$ cat src/rtl/core/counting_semaphore_wait_queue_core_defines.svh
// ----------------------------------------------------------------------------
// Assertion macros for the semaphore core
// Clocked implication checks with reset disable.
// ----------------------------------------------------------------------------
`ifndef COUNTING_SEMAPHORE_WAIT_QUEUE_CORE_DEFINES_SVH
`define COUNTING_SEMAPHORE_WAIT_QUEUE_CORE_DEFINES_SVH

// same-cycle implication
`define CSEM_ASSERT_SAME(label, clk_i, rst_i, ante, cons) \
  label: assert property (@(posedge clk_i) disable iff (rst_i) (ante) |-> (cons)) \
    else $error("semaphore core check failed");

// next-cycle implication
`define CSEM_ASSERT_NEXT(label, clk_i, rst_i, ante, cons) \
  label: assert property (@(posedge clk_i) disable iff (rst_i) (ante) |=> (cons)) \
    else $error("semaphore core check failed");

`endif

$ cat src/rtl/core/csem_pkg.sv
// ----------------------------------------------------------------------------
// csem_pkg
// Shared widths, codes and controller types for the semaphore core.
// ----------------------------------------------------------------------------
package csem_pkg;

  localparam int QUEUE_DEPTH = 16;
  localparam int ID_BITS     = 8;
  localparam int COUNT_BITS  = 16;
  localparam int PTR_BITS    = $clog2(QUEUE_DEPTH);
  localparam int OCC_BITS    = $clog2(QUEUE_DEPTH + 1);

  // fixed port widths
  localparam int STATUS_W = 3;
  localparam int WOKEN_W  = 8;
  localparam int CNT_W    = 16;
  localparam int WAIT_W   = 5;
  localparam int CFG_W    = 16;

  typedef enum logic [STATUS_W-1:0] {
    ST_GRANTED     = 3'd0,
    ST_BLOCKED     = 3'd1,
    ST_INCREMENTED = 3'd2,
    ST_WOKEN       = 3'd3,
    ST_QUEUE_FULL  = 3'd4,
    ST_OVERFLOW    = 3'd5
  } csem_status_t;

  typedef enum logic {
    CS_IDLE,
    CS_EXEC
  } csem_state_t;

  // controller -> datapath
  typedef struct packed {
    logic load_req;  // capture incoming request
    logic exec;      // apply request, load result register
  } csem_cmd_t;

endpackage

$ cat src/rtl/core/csem_ctrl.sv
// ----------------------------------------------------------------------------
// csem_ctrl
// Request sequencer: capture, execute, result-valid tracking.
// ----------------------------------------------------------------------------
module csem_ctrl (
  input  logic                clk,
  input  logic                rst,
  input  logic                in_valid,
  output logic                in_ready,
  output logic                out_valid,
  input  logic                out_ready,
  output csem_pkg::csem_cmd_t cmd
);

  csem_pkg::csem_state_t state, state_next;
  logic out_valid_next;
  logic slot_free;

  // result register can take a new result
  assign slot_free = !out_valid || out_ready;

  always_comb begin
    state_next = state;
    case (state)
      csem_pkg::CS_IDLE: begin
        if (in_valid) state_next = csem_pkg::CS_EXEC;
      end
      csem_pkg::CS_EXEC: begin
        if (slot_free) state_next = csem_pkg::CS_IDLE;
      end
      default: state_next = csem_pkg::CS_IDLE;
    endcase
  end

  always_comb begin
    in_ready     = 1'b0;
    cmd.load_req = 1'b0;
    cmd.exec     = 1'b0;
    case (state)
      csem_pkg::CS_IDLE: begin
        in_ready     = 1'b1;
        cmd.load_req = in_valid;
      end
      csem_pkg::CS_EXEC: begin
        cmd.exec = slot_free;
      end
      default: begin
        in_ready = 1'b0;
      end
    endcase
  end

  always_comb begin
    out_valid_next = out_valid;
    if (cmd.exec) out_valid_next = 1'b1;
    else if (out_ready) out_valid_next = 1'b0;
  end

  always_ff @(posedge clk) begin
    if (rst) begin
      state     <= csem_pkg::CS_IDLE;
      out_valid <= 1'b0;
    end else begin
      state     <= state_next;
      out_valid <= out_valid_next;
    end
  end

endmodule

$ cat src/rtl/core/csem_datapath.sv
// ----------------------------------------------------------------------------
// csem_datapath
// Count register, waiter FIFO with pointers, result register.
// ----------------------------------------------------------------------------
module csem_datapath (
  input  logic                                clk,
  input  logic                                rst,
  input  csem_pkg::csem_cmd_t                 cmd,
  input  logic                                req_action,
  input  logic [csem_pkg::ID_BITS-1:0]        req_thread_id,
  input  logic                                cfg_we,
  input  logic [csem_pkg::CFG_W-1:0]          cfg_wdata,
  output logic [csem_pkg::STATUS_W-1:0]       res_status,
  output logic [csem_pkg::WOKEN_W-1:0]        res_woken_id,
  output logic [csem_pkg::CNT_W-1:0]          res_count,
  output logic [csem_pkg::WAIT_W-1:0]         res_waiters
);

  localparam logic [csem_pkg::COUNT_BITS-1:0] COUNT_MAX = '1;
  localparam logic [csem_pkg::OCC_BITS-1:0]   OCC_FULL  =
    csem_pkg::OCC_BITS'(csem_pkg::QUEUE_DEPTH);
  localparam logic [csem_pkg::PTR_BITS-1:0]   PTR_LAST  =
    csem_pkg::PTR_BITS'(csem_pkg::QUEUE_DEPTH - 1);

  // captured request
  logic                          req_up;
  logic [csem_pkg::ID_BITS-1:0]  req_id;

  // semaphore state
  logic [csem_pkg::COUNT_BITS-1:0] count, count_next;
  logic [csem_pkg::PTR_BITS-1:0]   head, head_next;
  logic [csem_pkg::PTR_BITS-1:0]   tail, tail_next;
  logic [csem_pkg::OCC_BITS-1:0]   occ, occ_next;

  logic [csem_pkg::ID_BITS-1:0] fifo_mem [csem_pkg::QUEUE_DEPTH];
  logic [csem_pkg::ID_BITS-1:0] head_data;   // registered read at head
  logic                         push;
  csem_pkg::csem_status_t       stat;
  logic [csem_pkg::ID_BITS-1:0] woken;

  always_ff @(posedge clk) begin
    if (cmd.load_req) begin
      req_up <= req_action;
      req_id <= req_thread_id;
    end
  end

  // request decode; an idle cycle always precedes exec, so head_data is current
  always_comb begin
    count_next = count;
    head_next  = head;
    tail_next  = tail;
    occ_next   = occ;
    push       = 1'b0;
    woken      = '0;
    stat       = csem_pkg::ST_GRANTED;
    if (!req_up) begin
      if (count != '0) begin
        count_next = count - 1'b1;
        stat       = csem_pkg::ST_GRANTED;
      end else if (occ != OCC_FULL) begin
        push      = 1'b1;
        tail_next = (tail == PTR_LAST) ? '0 : tail + 1'b1;
        occ_next  = occ + 1'b1;
        stat      = csem_pkg::ST_BLOCKED;
      end else begin
        stat = csem_pkg::ST_QUEUE_FULL;
      end
    end else begin
      if (occ == '0) begin
        if (count == COUNT_MAX) begin
          stat = csem_pkg::ST_OVERFLOW;
        end else begin
          count_next = count + 1'b1;
          stat       = csem_pkg::ST_INCREMENTED;
        end
      end else begin
        woken     = head_data;
        head_next = (head == PTR_LAST) ? '0 : head + 1'b1;
        occ_next  = occ - 1'b1;
        stat      = csem_pkg::ST_WOKEN;
      end
    end
  end

  always_ff @(posedge clk) begin
    if (rst) begin
      count <= '0;
      head  <= '0;
      tail  <= '0;
      occ   <= '0;
    end else begin
      if (cfg_we) count <= csem_pkg::COUNT_BITS'(cfg_wdata);
      else if (cmd.exec) count <= count_next;
      if (cmd.exec) begin
        head <= head_next;
        tail <= tail_next;
        occ  <= occ_next;
      end
    end
  end

  always_ff @(posedge clk) begin
    if (cmd.exec && push) fifo_mem[tail] <= req_id;
    head_data <= fifo_mem[head];
  end

  always_ff @(posedge clk) begin
    if (cmd.exec) begin
      res_status   <= stat;
      res_woken_id <= csem_pkg::WOKEN_W'(woken);
      res_count    <= csem_pkg::CNT_W'(count_next);
      res_waiters  <= csem_pkg::WAIT_W'(occ_next);
    end
  end

endmodule

$ cat src/rtl/core/counting_semaphore_wait_queue_core.sv
// ----------------------------------------------------------------------------
// counting_semaphore_wait_queue_core
// Counting semaphore with a FIFO of blocked thread ids.
// ----------------------------------------------------------------------------
//
// Channel   Dir  Handshake             Payload
// request   in   in_valid / in_ready   action, thread_id
// result    out  out_valid / out_ready status, woken_id, count_now, waiters_now
// config    in   cfg_we                cfg_wdata (initial count)
//
// Each request is captured in the idle state, then executed against the
// count and queue pointers in the exec state. The waiter memory read is registered, which sets
// the idle capture cycle between executions.
// Synchronous reset clears count, pointers and occupancy; queue slots are
// not cleared. A stalled result holds execution; a new request is still
// captured while the previous result waits.
//
`include "counting_semaphore_wait_queue_core_defines.svh"

module counting_semaphore_wait_queue_core (
  input  logic                             clk,
  input  logic                             rst,
  // request channel
  input  logic                             in_valid,
  output logic                             in_ready,
  input  logic                             action,
  input  logic [csem_pkg::ID_BITS-1:0]     thread_id,
  // result channel
  output logic                             out_valid,
  input  logic                             out_ready,
  output logic [csem_pkg::STATUS_W-1:0]    status,
  output logic [csem_pkg::WOKEN_W-1:0]     woken_id,
  output logic [csem_pkg::CNT_W-1:0]       count_now,
  output logic [csem_pkg::WAIT_W-1:0]      waiters_now,
  // config: initial count, loads the count immediately
  input  logic                             cfg_we,
  input  logic [csem_pkg::CFG_W-1:0]       cfg_wdata
);

  csem_pkg::csem_cmd_t cmd;

  // sequencer: one request in flight, result register handshake
  csem_ctrl u_ctrl (
    .clk       (clk),
    .rst       (rst),
    .in_valid  (in_valid),
    .in_ready  (in_ready),
    .out_valid (out_valid),
    .out_ready (out_ready),
    .cmd       (cmd)
  );

  // count, waiter FIFO and result register
  csem_datapath u_dp (
    .clk           (clk),
    .rst           (rst),
    .cmd           (cmd),
    .req_action    (action),
    .req_thread_id (thread_id),
    .cfg_we        (cfg_we),
    .cfg_wdata     (cfg_wdata),
    .res_status    (status),
    .res_woken_id  (woken_id),
    .res_count     (count_now),
    .res_waiters   (waiters_now)
  );

  // one request at a time: a capture is always followed by a busy cycle
  `CSEM_ASSERT_NEXT(a_one_in_flight, clk, rst, in_valid && in_ready, !in_ready)

  // woken id is only nonzero for a wake result
  `CSEM_ASSERT_SAME(a_woken_only, clk, rst, out_valid && (status != csem_pkg::ST_WOKEN), woken_id == '0)

  // occupancy never exceeds the queue depth
  `CSEM_ASSERT_SAME(a_occ_bound, clk, rst, out_valid, waiters_now <= csem_pkg::WAIT_W'(csem_pkg::QUEUE_DEPTH))

endmodule
$ cat config.mk
export PLATFORM = sky130hd
export DESIGN_NAME = counting_semaphore_wait_queue_core
export DESIGN_NICKNAME = d
export VERILOG_FILES = /design/src/rtl/core/csem_pkg.sv /design/src/rtl/core/csem_ctrl.sv /design/src/rtl/core/csem_datapath.sv /design/src/rtl/core/counting_semaphore_wait_queue_core.sv
export VERILOG_INCLUDE_DIRS = /design/src /design/src/rtl/core
export SDC_FILE = /design/constraint.sdc
export NUM_CORES = 1
export LEC_CHECK = 0
export ABC_AREA = 1
export CAP_MARGIN = 20
export CELL_PAD_IN_SITES_DETAIL_PLACEMENT = 2
export CELL_PAD_IN_SITES_GLOBAL_PLACEMENT = 2
export CORE_ASPECT_RATIO = 0.8
export CORE_MARGIN = 3
export CORE_UTILIZATION = 30
export CTS_CLUSTER_DIAMETER = 100
export DETAILED_ROUTE_END_ITERATION = 10
export DONT_BUFFER_PORTS = 1
export PLACE_DENSITY = 0.6
export REMOVE_ABC_BUFFERS = 1
export SLEW_MARGIN = 20
export SYNTH_ARGS = -nofsm -noshare
export SYNTH_HDL_FRONTEND = slang
export SYNTH_SLANG_ARGS = --single-unit
$ cat constraint.sdc
create_clock -name clk -period 2.3 [get_ports clk]
set_input_delay 0.23 -clock clk [delete_from_list [all_inputs] [get_ports clk]]
set_output_delay 0.23 -clock clk [all_outputs]
set_load 0.02 [all_outputs]
==> results.toml <==
[synthesis]
synth.area.top_cells = "edfxtp_1 54%, dfxtp_1 8.3%, nand2_1 7.3%"
synthMuxAreaShare_pct = 1.390
synth_common_cells = "181 x nand2_1, 169 x edfxtp_1, 143 x nor2_1"
yosysSeqAreaShare_pct = 62.55
synthXorXnorAreaFrac_pct = 1.778
yosys.area_share.simple_pct = 19.51
yosysTopAreaCellShare_pct = 54.21
synth-compound-area-share_pct = 8.460
synth_area_sq_um = 9361
async_reset_ff_share_pct = 0
ys_seq_elements = 208
synth_area_leader_cell = "edfxtp_1"
synth_top_family_by_area = "simple AND/OR/NAND/NOR gates"
synth-edff-count = 169
yosys_warnings = 0
yosys.cell_types.count = 37
synth.most_common_cell = "nand2_1"
syn_avg_cell_area_sq_um = 10.24
synthCells = 914
synth_fa_ha_area_share_pct = 1.470
ys.flop_type = "edfxtp_1"

[detailed_routing]
detail-route-antenna-nets = 0
vias = 6990
dr.pass1.iters = 5
drtIter0Drc = 471
avgRoutedWirePerCell_um = 21.95
vias_per_cell = 4.892
routed_wl_mm = 31.36
drc = 0

[clock_tree]
clock_path_buffers = 3
clk_latency_ps = 530
cts_root_buffer = "clkbuf_16"
cts_made_buffers = 25
cts_tree = "built"
cts-htree-levels = 1
cts.sinks = 208
clk_pin_slew_ps = 60

[floorplanning]
io_pins = 64
core_sq_um = 30520
initial_core_util_pct = 30.67
dieHeight_um = 164
row_count = 57
dieWidth_um = 203.5
dieArea_sq_um = 33370

[power]
powerDensity_nw_per_um2 = 814.8
ir_drop_mv = 0.4533
power_uw = 9321
p_leak_uw = 0.004310

[placed_design]
placedCellCount = 1348
gp_congestion = 0.7882
hpwlAfterDp_mm = 21.87
numPortBuffers = 0

[min_path]
hp-class = "in2reg"
hold_depth = 4
hp-start = "cfg_wdata[14]"
min_to = "u_dp.count[14]$_SDFFE_PP0P_"

[timing]
min_period_ps = 2183
skew_ps = 19.44
hold_viol = 0
worst_pin_slew_ps = 895.9
drv_slew = 0
setup_viol = 0
timing.fmax_mhz = 458.1
finalCritPeriodShare_pct = 94.91
tns_ps = 0
slew_headroom_pct = 40.27

[global_route]
gr-total-overflow = 0
grt_max_degree = 68
first_global_vias = 7260
grt_pass1_wl_mm = 47.00
grt_usage_pct = 18.79
antenna_found_initial = 0

[job]
cap_violations = 0

[worst_setup_path]
critPathCaptureType = "flip-flop"
cp_slowest_cell = "dfxtp_1"
r2r_start = "u_dp.count[0]$_SDFFE_PP0P_"
crit_path_start_kind = "flip-flop"
crit_arrival_ps = 2410
cp.required_ps = 2530
r2r_setup_slack_ps = 120
worst-setup-path-type = "reg2reg"
worstPathMaxFanout = 8
r2r_end = "u_dp.fifo_mem[6][6]$_DFFE_PP_"
critPathLaunch = "u_dp.count[0]$_SDFFE_PP0P_"
max_stage_delay_ps = 350
r2r_cells = 11
path_cells = "inv_1 > ha_2 > nand2_1 > nor2_4 > nand2_4 > nor2_4 > nand2_2 > nor2_8 > nand2_4 > nor2_1 > buf_4"

[finish]
final_nets = 1039
finalNonFillerCells = 1429
multi_input_comb_area_sq_um = 3115
seq_area_sq_um = 5858
diodes = 0
num-fill-cells = 3323
drive_gt1_share_pct = 13.78
syn_to_final_growth_pct = 22.19

[run_status]
outcome = "finished, final reports clean"
[cells by family after synthesis]
kind of cell / after synthesis
buf+inv: 111
simple gates: 423
xor+xnor: 19
mux: 13
fa+ha+maj: 11
flops: 208
compound gates: 129
[registers in the layout, indices dropped and copies added, names as in the netlist]
register,cells
u_dp.fifo_mem,128
u_dp.res_status,3
u_dp.req_id,8
u_ctrl.state,1
u_dp.count,16
u_dp.occ,5
u_dp.res_count,16
u_dp.res_woken_id,8
u_dp.tail,4
u_ctrl.out_valid,1
u_dp.req_up,1
u_dp.head_data,8
u_dp.head,4
u_dp.res_waiters,5
[worst max path at each step]
stage | end | slack, ps | cells after the start
6_report | u_dp.fifo_mem[6][6]$_DFFE_PP_ | 120 | 11
5_1_grt | u_dp.fifo_mem[2][1]$_DFFE_PP_ | -7 | 11
4_1_cts | u_dp.fifo_mem[4][5]$_DFFE_PP_ | 20 | 11
3_5_place_dp | u_dp.fifo_mem[6][3]$_DFFE_PP_ | 10 | 11
3_3_place_gp | u_dp.fifo_mem[10][0]$_DFFE_PP_ | 170 | 11
2_1_floorplan | u_dp.head_data[1]$_DFF_P_ | -1230 | 5
[where the power goes]
| group | internal [uW] | switching, uW |
|---|---|---|
| registers | 4200 | 163 |
| clock network | 2470 | 1570 |
| logic | 302 | 611 |
| total | 6970 | 2350 |
[area by class of cell]
cell class / count / share of cell area [%]
clock buffer: 33 / 5.819
multi-input combinational: 595 / 27.24
inverter: 73 / 2.396
sequential: 208 / 51.21
tap: 413 / 4.518
clock inverter: 12 / 1.400
timing repair buffer: 95 / 7.416
[layout by cell type (no fill, tap or decap), types with 2 or more instances in the layout]
| cell type | n |
|---|---|
| nor2_1 | 138 |
| nor2_4 | 6 |
| nor3_1 | 6 |
| clkbuf_16 | 25 |
| a21oi_1 | 24 |
| nand4_1 | 8 |
| buf_12 | 3 |
| nor2_2 | 11 |
| nand2_4 | 5 |
| o21ai_0 | 60 |
| nand2_2 | 5 |
| o21ai_1 | 4 |
| nor2_8 | 2 |
| inv_2 | 4 |
| buf_4 | 55 |
| buf_6 | 4 |
| o221ai_1 | 13 |
| nand2_1 | 178 |
| ha_1 | 10 |
| mux2i_1 | 13 |
| o211ai_1 | 4 |
| o21bai_1 | 2 |
| clkbuf_1 | 7 |
| o32ai_1 | 19 |
| xor2_1 | 19 |
| edfxtp_1 | 169 |
| nand3_1 | 58 |
| bufinv_16 | 4 |
| clkinv_2 | 5 |
| clkinv_1 | 4 |
| dlygate4sd3_1 | 33 |
| dfxtp_1 | 37 |
| inv_1 | 67 |
| dfxtp_2 | 2 |
[repair_timing]
| action | CTS | global route |
|---|---|---|
| buffers inserted | 0 | 2 |
| resized for setup | 1 | 19 |
| pin swaps | 0 | 2 |
| endpoints found under the setup margin | 8 | 115 |
| hold buffers | 34 | 0 |
| hold endpoints to repair | 34 | 0 |
[stage by stage]
| stage | setup WS, ps | cell area, sq um | hold slack (ps) | util (%) |
|---|---|---|---|---|
| finish | 117.2 | 11440 | 15.14 | 37.47 |
| global route | -6.514 | 11440 | 13.65 | 37.47 |
| CTS | 19.13 | 11350 | 5.865 | 37.18 |
| detailed placement | 13.19 | 10170 | 306.8 | 33.32 |
| global placement | 165.1 | 10170 | 303.4 | 33.32 |
| floorplan | -1233 | 9183 | 292.4 | - |
[worst max-delay path, delay by kind of cell, from the launching register on]
family	cells	cell delay, ps
AND/OR/NAND/NOR	8	1010
flip-flops	1	350
adder cells (fa/ha/maj)	1	200
buffers and inverters	2	290
[layer usage]
layer / part of all wire [%] / routed length, um / up-vias / track usage, %
li1: - / - / 3310 / -
met1: 55 / 17190 / 3528 / 30.82
met2: 40 / 12500 / 120 / 26.00
met3: 3.8 / 1178 / 32 / 2.873
met4: 1.6 / 495 / 0 / 3.252
met5: 0 / 0 / - / 0
Note: power is estimated with default switching activity, not from simulation.
